### src/rtl/core/ttw_pkg.sv
// shared types, constants and command/status structs of the text terminal writer
`default_nettype none

package ttw_pkg;

    // screen geometry defaults
    localparam int DEF_COLUMNS = 80;
    localparam int DEF_ROWS    = 25;

    // field widths of the stream beats
    localparam int REQ_W      = 2;
    localparam int CHAR_W     = 8;
    localparam int INDEX_W    = 11;
    localparam int ROW_OUT_W  = 5;
    localparam int COL_OUT_W  = 7;
    localparam int POS_OUT_W  = 11;
    localparam int CELL_W     = 16;
    localparam int COLOR_W    = 8;
    localparam int S_TDATA_W  = 24;
    localparam int M_TDATA_W  = 40;

    // character codes
    localparam logic [CHAR_W-1:0] CODE_BS    = 8'd8;
    localparam logic [CHAR_W-1:0] CODE_TAB   = 8'd9;
    localparam logic [CHAR_W-1:0] CODE_LF    = 8'd10;
    localparam logic [CHAR_W-1:0] CODE_CR    = 8'd13;
    localparam logic [CHAR_W-1:0] PRINT_LO   = 8'd32;
    localparam logic [CHAR_W-1:0] PRINT_HI   = 8'd126;
    localparam logic [CHAR_W-1:0] BLANK_CHAR = 8'h20;

    localparam logic [COLOR_W-1:0] RESET_COLOR = 8'h0F;
    localparam int TAB_STEP = 8;

    typedef enum logic [1:0] {
        REQ_PUT   = 2'd0,
        REQ_READ  = 2'd1,
        REQ_CLEAR = 2'd2,
        REQ_NONE  = 2'd3
    } req_t;

    typedef enum logic [2:0] {
        CH_NEWLINE,
        CH_BACKSPACE,
        CH_CR,
        CH_TAB,
        CH_PRINT,
        CH_OTHER
    } char_class_t;

    typedef enum logic [3:0] {
        ST_INIT,
        ST_IDLE,
        ST_DECODE,
        ST_READ,
        ST_CLEAR,
        ST_NEWLINE,
        ST_SCROLL,
        ST_SCROLL_TAIL,
        ST_BLANK_ROW,
        ST_BLANK,
        ST_TAB,
        ST_DONE
    } state_t;

    typedef enum logic [1:0] {
        CNT_HOLD,
        CNT_ZERO,
        CNT_INC,
        CNT_LAST_ROW
    } cnt_op_t;

    typedef enum logic [2:0] {
        WR_NONE,
        WR_CHAR,
        WR_BLANK_CURSOR,
        WR_FILL_RESET,
        WR_FILL_COLOR,
        WR_COPY
    } wr_sel_t;

    typedef enum logic [1:0] {
        RD_NONE,
        RD_CELL,
        RD_SCROLL
    } rd_sel_t;

    typedef enum logic [2:0] {
        CUR_HOLD,
        CUR_HOME,
        CUR_COL_ZERO,
        CUR_COL_INC,
        CUR_BACK,
        CUR_ROW_INC
    } cur_op_t;

    typedef struct packed {
        cnt_op_t cnt_op;
        wr_sel_t wr_sel;
        rd_sel_t rd_sel;
        cur_op_t cur_op;
        logic    load_req;
        logic    capture_data;
        logic    out_load;
    } cmd_t;

    typedef struct packed {
        req_t        req_type;
        char_class_t char_class;
        logic        read_in_range;
        logic        at_home;
        logic        row_last;
        logic        col_last;
        logic        tab_wraps;
        logic        tab_end;
        logic        cnt_last;
        logic        cnt_scroll_last;
        logic        out_free;
    } status_t;

endpackage

`default_nettype wire

### src/rtl/core/ttw_ctrl.sv
// request sequencer of the text terminal writer
`default_nettype none

module ttw_ctrl (
    input  wire logic             aclk,
    input  wire logic             aresetn,
    input  wire logic             s_tvalid,
    output logic                  s_tready,
    input  wire ttw_pkg::status_t sts,
    output ttw_pkg::cmd_t         cmd
);

    ttw_pkg::state_t state_reg, state_next;

    always_ff @(posedge aclk) begin
        if (!aresetn) begin
            state_reg <= ttw_pkg::ST_INIT;
        end else begin
            state_reg <= state_next;
        end
    end

    // next state
    always_comb begin
        state_next = state_reg;
        unique case (state_reg)
            ttw_pkg::ST_INIT: begin
                if (sts.cnt_last) begin
                    state_next = ttw_pkg::ST_IDLE;
                end
            end
            ttw_pkg::ST_IDLE: begin
                if (s_tvalid) begin
                    state_next = ttw_pkg::ST_DECODE;
                end
            end
            ttw_pkg::ST_DECODE: begin
                unique case (sts.req_type)
                    ttw_pkg::REQ_READ:  state_next = ttw_pkg::ST_READ;
                    ttw_pkg::REQ_CLEAR: state_next = ttw_pkg::ST_CLEAR;
                    ttw_pkg::REQ_NONE:  state_next = ttw_pkg::ST_DONE;
                    ttw_pkg::REQ_PUT: begin
                        unique case (sts.char_class)
                            ttw_pkg::CH_NEWLINE:   state_next = ttw_pkg::ST_NEWLINE;
                            ttw_pkg::CH_BACKSPACE: state_next = sts.at_home ? ttw_pkg::ST_DONE
                                                                            : ttw_pkg::ST_BLANK;
                            ttw_pkg::CH_TAB:       state_next = sts.tab_wraps ? ttw_pkg::ST_NEWLINE
                                                                              : ttw_pkg::ST_TAB;
                            ttw_pkg::CH_PRINT:     state_next = sts.col_last ? ttw_pkg::ST_NEWLINE
                                                                             : ttw_pkg::ST_DONE;
                            default:               state_next = ttw_pkg::ST_DONE;
                        endcase
                    end
                    default: state_next = ttw_pkg::ST_DONE;
                endcase
            end
            ttw_pkg::ST_READ:    state_next = ttw_pkg::ST_DONE;
            ttw_pkg::ST_CLEAR: begin
                if (sts.cnt_last) begin
                    state_next = ttw_pkg::ST_DONE;
                end
            end
            ttw_pkg::ST_NEWLINE: begin
                state_next = sts.row_last ? ttw_pkg::ST_SCROLL : ttw_pkg::ST_DONE;
            end
            ttw_pkg::ST_SCROLL: begin
                if (sts.cnt_scroll_last) begin
                    state_next = ttw_pkg::ST_SCROLL_TAIL;
                end
            end
            ttw_pkg::ST_SCROLL_TAIL: state_next = ttw_pkg::ST_BLANK_ROW;
            ttw_pkg::ST_BLANK_ROW: begin
                if (sts.cnt_last) begin
                    state_next = ttw_pkg::ST_DONE;
                end
            end
            ttw_pkg::ST_BLANK:   state_next = ttw_pkg::ST_DONE;
            ttw_pkg::ST_TAB: begin
                if (sts.tab_end) begin
                    state_next = ttw_pkg::ST_DONE;
                end
            end
            ttw_pkg::ST_DONE: begin
                if (sts.out_free) begin
                    state_next = ttw_pkg::ST_IDLE;
                end
            end
            default: state_next = ttw_pkg::ST_INIT;
        endcase
    end

    // commands
    always_comb begin
        cmd          = '0;
        cmd.cnt_op   = ttw_pkg::CNT_HOLD;
        cmd.wr_sel   = ttw_pkg::WR_NONE;
        cmd.rd_sel   = ttw_pkg::RD_NONE;
        cmd.cur_op   = ttw_pkg::CUR_HOLD;
        s_tready     = 1'b0;
        unique case (state_reg)
            ttw_pkg::ST_INIT: begin
                cmd.wr_sel = ttw_pkg::WR_FILL_RESET;
                cmd.cnt_op = ttw_pkg::CNT_INC;
            end
            ttw_pkg::ST_IDLE: begin
                s_tready     = 1'b1;
                cmd.load_req = s_tvalid;
            end
            ttw_pkg::ST_DECODE: begin
                unique case (sts.req_type)
                    ttw_pkg::REQ_READ: begin
                        if (sts.read_in_range) begin
                            cmd.rd_sel = ttw_pkg::RD_CELL;
                        end
                    end
                    ttw_pkg::REQ_CLEAR: cmd.cnt_op = ttw_pkg::CNT_ZERO;
                    ttw_pkg::REQ_NONE: begin
                    end
                    ttw_pkg::REQ_PUT: begin
                        unique case (sts.char_class)
                            ttw_pkg::CH_BACKSPACE: begin
                                if (!sts.at_home) begin
                                    cmd.cur_op = ttw_pkg::CUR_BACK;
                                end
                            end
                            ttw_pkg::CH_CR: cmd.cur_op = ttw_pkg::CUR_COL_ZERO;
                            ttw_pkg::CH_PRINT: begin
                                cmd.wr_sel = ttw_pkg::WR_CHAR;
                                if (!sts.col_last) begin
                                    cmd.cur_op = ttw_pkg::CUR_COL_INC;
                                end
                            end
                            default: begin
                            end
                        endcase
                    end
                    default: begin
                    end
                endcase
            end
            ttw_pkg::ST_READ: begin
                cmd.capture_data = sts.read_in_range;
            end
            ttw_pkg::ST_CLEAR: begin
                cmd.wr_sel = ttw_pkg::WR_FILL_COLOR;
                cmd.cnt_op = ttw_pkg::CNT_INC;
                if (sts.cnt_last) begin
                    cmd.cur_op = ttw_pkg::CUR_HOME;
                end
            end
            ttw_pkg::ST_NEWLINE: begin
                if (sts.row_last) begin
                    cmd.cur_op = ttw_pkg::CUR_COL_ZERO;
                    cmd.cnt_op = ttw_pkg::CNT_ZERO;
                end else begin
                    cmd.cur_op = ttw_pkg::CUR_ROW_INC;
                end
            end
            ttw_pkg::ST_SCROLL: begin
                cmd.rd_sel = ttw_pkg::RD_SCROLL;
                cmd.wr_sel = ttw_pkg::WR_COPY;
                cmd.cnt_op = ttw_pkg::CNT_INC;
            end
            ttw_pkg::ST_SCROLL_TAIL: begin
                cmd.wr_sel = ttw_pkg::WR_COPY;
                cmd.cnt_op = ttw_pkg::CNT_LAST_ROW;
            end
            ttw_pkg::ST_BLANK_ROW: begin
                cmd.wr_sel = ttw_pkg::WR_FILL_COLOR;
                cmd.cnt_op = ttw_pkg::CNT_INC;
            end
            ttw_pkg::ST_BLANK: begin
                cmd.wr_sel = ttw_pkg::WR_BLANK_CURSOR;
            end
            ttw_pkg::ST_TAB: begin
                cmd.wr_sel = ttw_pkg::WR_BLANK_CURSOR;
                cmd.cur_op = ttw_pkg::CUR_COL_INC;
            end
            ttw_pkg::ST_DONE: begin
                cmd.out_load = sts.out_free;
            end
            default: begin
            end
        endcase
    end

`ifndef SYNTHESIS
    // an accepted beat is decoded on the next cycle
    a_accept_to_decode: assert property (@(posedge aclk) disable iff (!aresetn)
        (state_reg == ttw_pkg::ST_IDLE && s_tvalid) |=> state_reg == ttw_pkg::ST_DECODE)
        else $error("accepted beat not decoded");

    // scrolling only starts from a newline on the last row
    a_scroll_entry: assert property (@(posedge aclk) disable iff (!aresetn)
        (state_reg == ttw_pkg::ST_SCROLL && $past(state_reg) != ttw_pkg::ST_SCROLL)
        |-> ($past(state_reg) == ttw_pkg::ST_NEWLINE && $past(sts.row_last)))
        else $error("scroll entered from wrong state");
`endif

endmodule

`default_nettype wire

### config.mk
export PLATFORM = sky130hd
export DESIGN_NAME = ttw_ctrl
export DESIGN_NICKNAME = d
export VERILOG_FILES = /design/src/rtl/core/ttw_pkg.sv /design/src/rtl/core/ttw_ctrl.sv
export SDC_FILE = /design/constraint.sdc
export NUM_CORES = 1
export LEC_CHECK = 0
export BUFFER_PORTS_ARGS = -buffer_cell sky130_fd_sc_hd__buf_2
export CAP_MARGIN = 20
export CORE_MARGIN = 3
export CORE_UTILIZATION = 51
export CTS_BUF_LIST = sky130_fd_sc_hd__clkbuf_4 sky130_fd_sc_hd__clkbuf_8 sky130_fd_sc_hd__clkbuf_16
export CTS_CLUSTER_SIZE = 40
export DETAILED_ROUTE_END_ITERATION = 8
export GPL_TIMING_DRIVEN = 0
export PLACE_DENSITY = 0.84
export SYNTH_ARGS = -nofsm -noshare
export SYNTH_HDL_FRONTEND = slang
export SYNTH_SLANG_ARGS = --single-unit
### constraint.sdc
create_clock -name aclk -period 4.9 [get_ports aclk]
set_clock_uncertainty 0.15 [all_clocks]
set_input_delay 0.245 -clock aclk [delete_from_list [all_inputs] [get_ports aclk]]
set_output_delay 0.245 -clock aclk [all_outputs]
set_load 0.005 [all_outputs]
==> out/metrics.cfg <==
[status]
run_status = finished, final reports clean

[global_route]
grt_util_all_layers_pct = 23.9
grt-ovfl-total = 0
globalRoute.busiestLayer = met2
antenna_found_initial = 0
grt_use_met2_pct = 42.1
groute.layer.met3.usage_pct = 3.98
via_count_of_the_first_global_routing_pass = 870
groute.layer.met1.usage_pct = 30.4
global_route_wire_length_before_repair_microns = 3720
grt_start_max_net_pins = 11

[drt]
vias_per_cell = 6.40
drt_drc_violations_left = 0
drt-pass1-iter-count = 4
routed_wl_microns = 2260
detailed_router_s_first_iteration_violation_count = 18
vias = 979
drtAntennaViolNets = 0
post_drt_wl_per_cell_microns = 14.8

[floorplanning]
fp-row-count = 13
die_x_microns = 44.8
core-area_sq_um = 1350
die_height_microns = 44.8
dieArea_sq_um = 2010
initial_core_util_pct = 56.8
top_level_ports = 31

[sta]
finalHoldWorstSlack_ns = 0.295
finalCritPeriodShare_pct = 55.8
timing.final.max_slew_violations = 0
report.final.hold_viol_count = 0
setup_violations = 0
period_minus_slack_ns = 2.74
final.setup.worst_slack_ns = 2.16
rsz_0062_raised_after_global_routing = no
worst_slew_margin_relative_to_its_limit_pct = 72.0
worst_slew_pin_slew_ns = 0.420
maxClockFrequency_mhz = 366
fin_setup_tns_ns = 0

[place]
dp_worst_setup_slack_ns = 2.41
globalplace.congestion = 0.834
hpwl_microns = 1780
buffer_ports.inserted = 26
detailed_place.area_sq_um = 916

[setup_path]
critPathSlowestCell = or4b_4
crit_path_end_kind = output port
path_common_cell = or4b_4
cp_num_buf_inv = 2
chain_of_cells_forming_the_critical_path = buf_6 > or4b_4 > or3_4 > or4b_4 > o21ai_2 > buf_2
setup.worst_path.start_class = flop
worstPathMaxFanout = 10
critPathKind = flop to output port
arrival_ns = 2.34
worst_path_largest_cell_delay_ns = 0.57
worstPathRequired_ns = 4.51
critical_path.top_delay_family = simple AND/OR/NAND/NOR gates

[flow_run]
cap_viol_max_count = 0

[layout]
register_area_sq_um = 80.1
mostFrequentLayoutCells = buf_2, clkbuf_1
largest_reg_flops = 4
most_common_library_cell_in_the_layout_ignoring_fill_and_taps = buf_2
multi_input_area_sq_um = 616
drive_gt1_share_pct = 26.1
nFillCells = 125
antennaDiodeCount = 0
area_growth_syn_to_layout_pct = 22.3
final_area_sq_um = 938
nets = 157

[logic_synthesis]
yosys-top-cells-area = dfxtp_1, clkbuf_1, nor2b_1, nand2b_1, a21oi_1
syn_nets = 126
synth-edff-count = 0
synth_top_area_cell = dfxtp_1
yosys.area.top_type_share_pct = 10.4
number_of_warnings_printed_during_yosys_synthesis = 0
yosys_most_used_dff = dfxtp_1
postSynthAreaPerCell_sq_um = 7.04
synth_cell_type_count = 49
yosysSeqAreaShare_pct = 10.4
synthArstFlopShare_pct = 0
ys_ff_latch = 4
syn-cell-area_sq_um = 767
netlist_instances = 109

[power]
power.ir.vdd_worst_v = 0.000240
power-per-cell-area_nw_per_um2 = 387
power.leakage_nw = 0.395
power.total_uw = 363

[clocking]
cts_made_buffers = 3
clkLatencyLatePin_ns = 0.23
clockRootBuffer = clkbuf_4
postCtsHoldBufs = 0
post_cts.resized_instances = 0
ctsHtreeMaxLevel = 1
cts_tree = yes
post_cts.repair.setup_buffers = 0
cts.path.max_buffers = 2
tritoncts_num_sinks = 4
worst_setup_hold_path_clk_slew_ns = 0.04

[min_path]
hold_path_class = input port to flop

synth_stat cells, drive strengths merged (2+ instances only):
cell type,n
o21bai,2
clkbuf,11
o211ai,2
nor2,6
nor4b,2
o32ai,2
nor3b,3
or3,4
and2,2
a21oi,6
nor2b,6
nand2b,5
inv,4
o21ai,5
mux2i,2
buf,2
or4b,2
nand3,2
o2bb2ai,3
nor3,6
nand2,4
dfxtp,4
nor4bb,3
worst min-delay path, delay by kind of cell:
kind / cells / cell delay, ns
AOI/OAI and AO/OA: 2 / 0.22
buffers and inverters: 2 / 0.16
where the power goes:
group | switching (mW) | leakage [nW] | internal (mW) | total (mW)
Sequential | 0.0136 | 0.0327 | 0.0432 | 0.0568
Combinational | 0.144 | 0.348 | 0.122 | 0.266
Clock | 0.0126 | 0.0138 | 0.0273 | 0.0400
routing by layer:
metal	up-vias	share of wire (%)	wire (microns)
met5	-	0	0
met4	0	0.62	14
met3	2	7.3	165
met2	43	49	1120
met1	457	43	963
li1	477	-	-
stage by stage:
step	utilization, %	std cells
after detailed placement	67.8	150
after floorplan	-	109
after global placement	67.8	150
final	69.5	153
after CTS	69.5	153
after global routing	69.5	153
layout make-up:
class / count / share of cell area, %
inverter: 4 / 1.60
clock buffer: 3 / 2.40
tap: 15 / 2.00
timing repair buffer: 26 / 13.9
buffer: 13 / 6.00
sequential: 4 / 8.53
multi-input combinational: 88 / 65.6
logic make-up (layout without fill, tap and decap cells):
logic type	Yosys count	in the layout	share of synthesized area [%]
AO/OA/AOI/OAI	35	35	34.3
buffers and inverters	17	46	9.30
flip-flops	4	4	10.4
multiplexers	2	2	2.61
AND/OR/NAND/NOR	51	51	43.4
path summary, 6_finish.rpt:
check,cells after the start,endpoint,slack (ns),startpoint
worst max register to register,5,state_reg[3],2.96,state_reg[2]
worst max-delay path,6,cmd[3],2.16,state_reg[2]
worst min register to register,3,state_reg[2],0.65,state_reg[0]
worst min-delay path,4,state_reg[2],0.29,aresetn
Power figures use the tool's default switching activity.
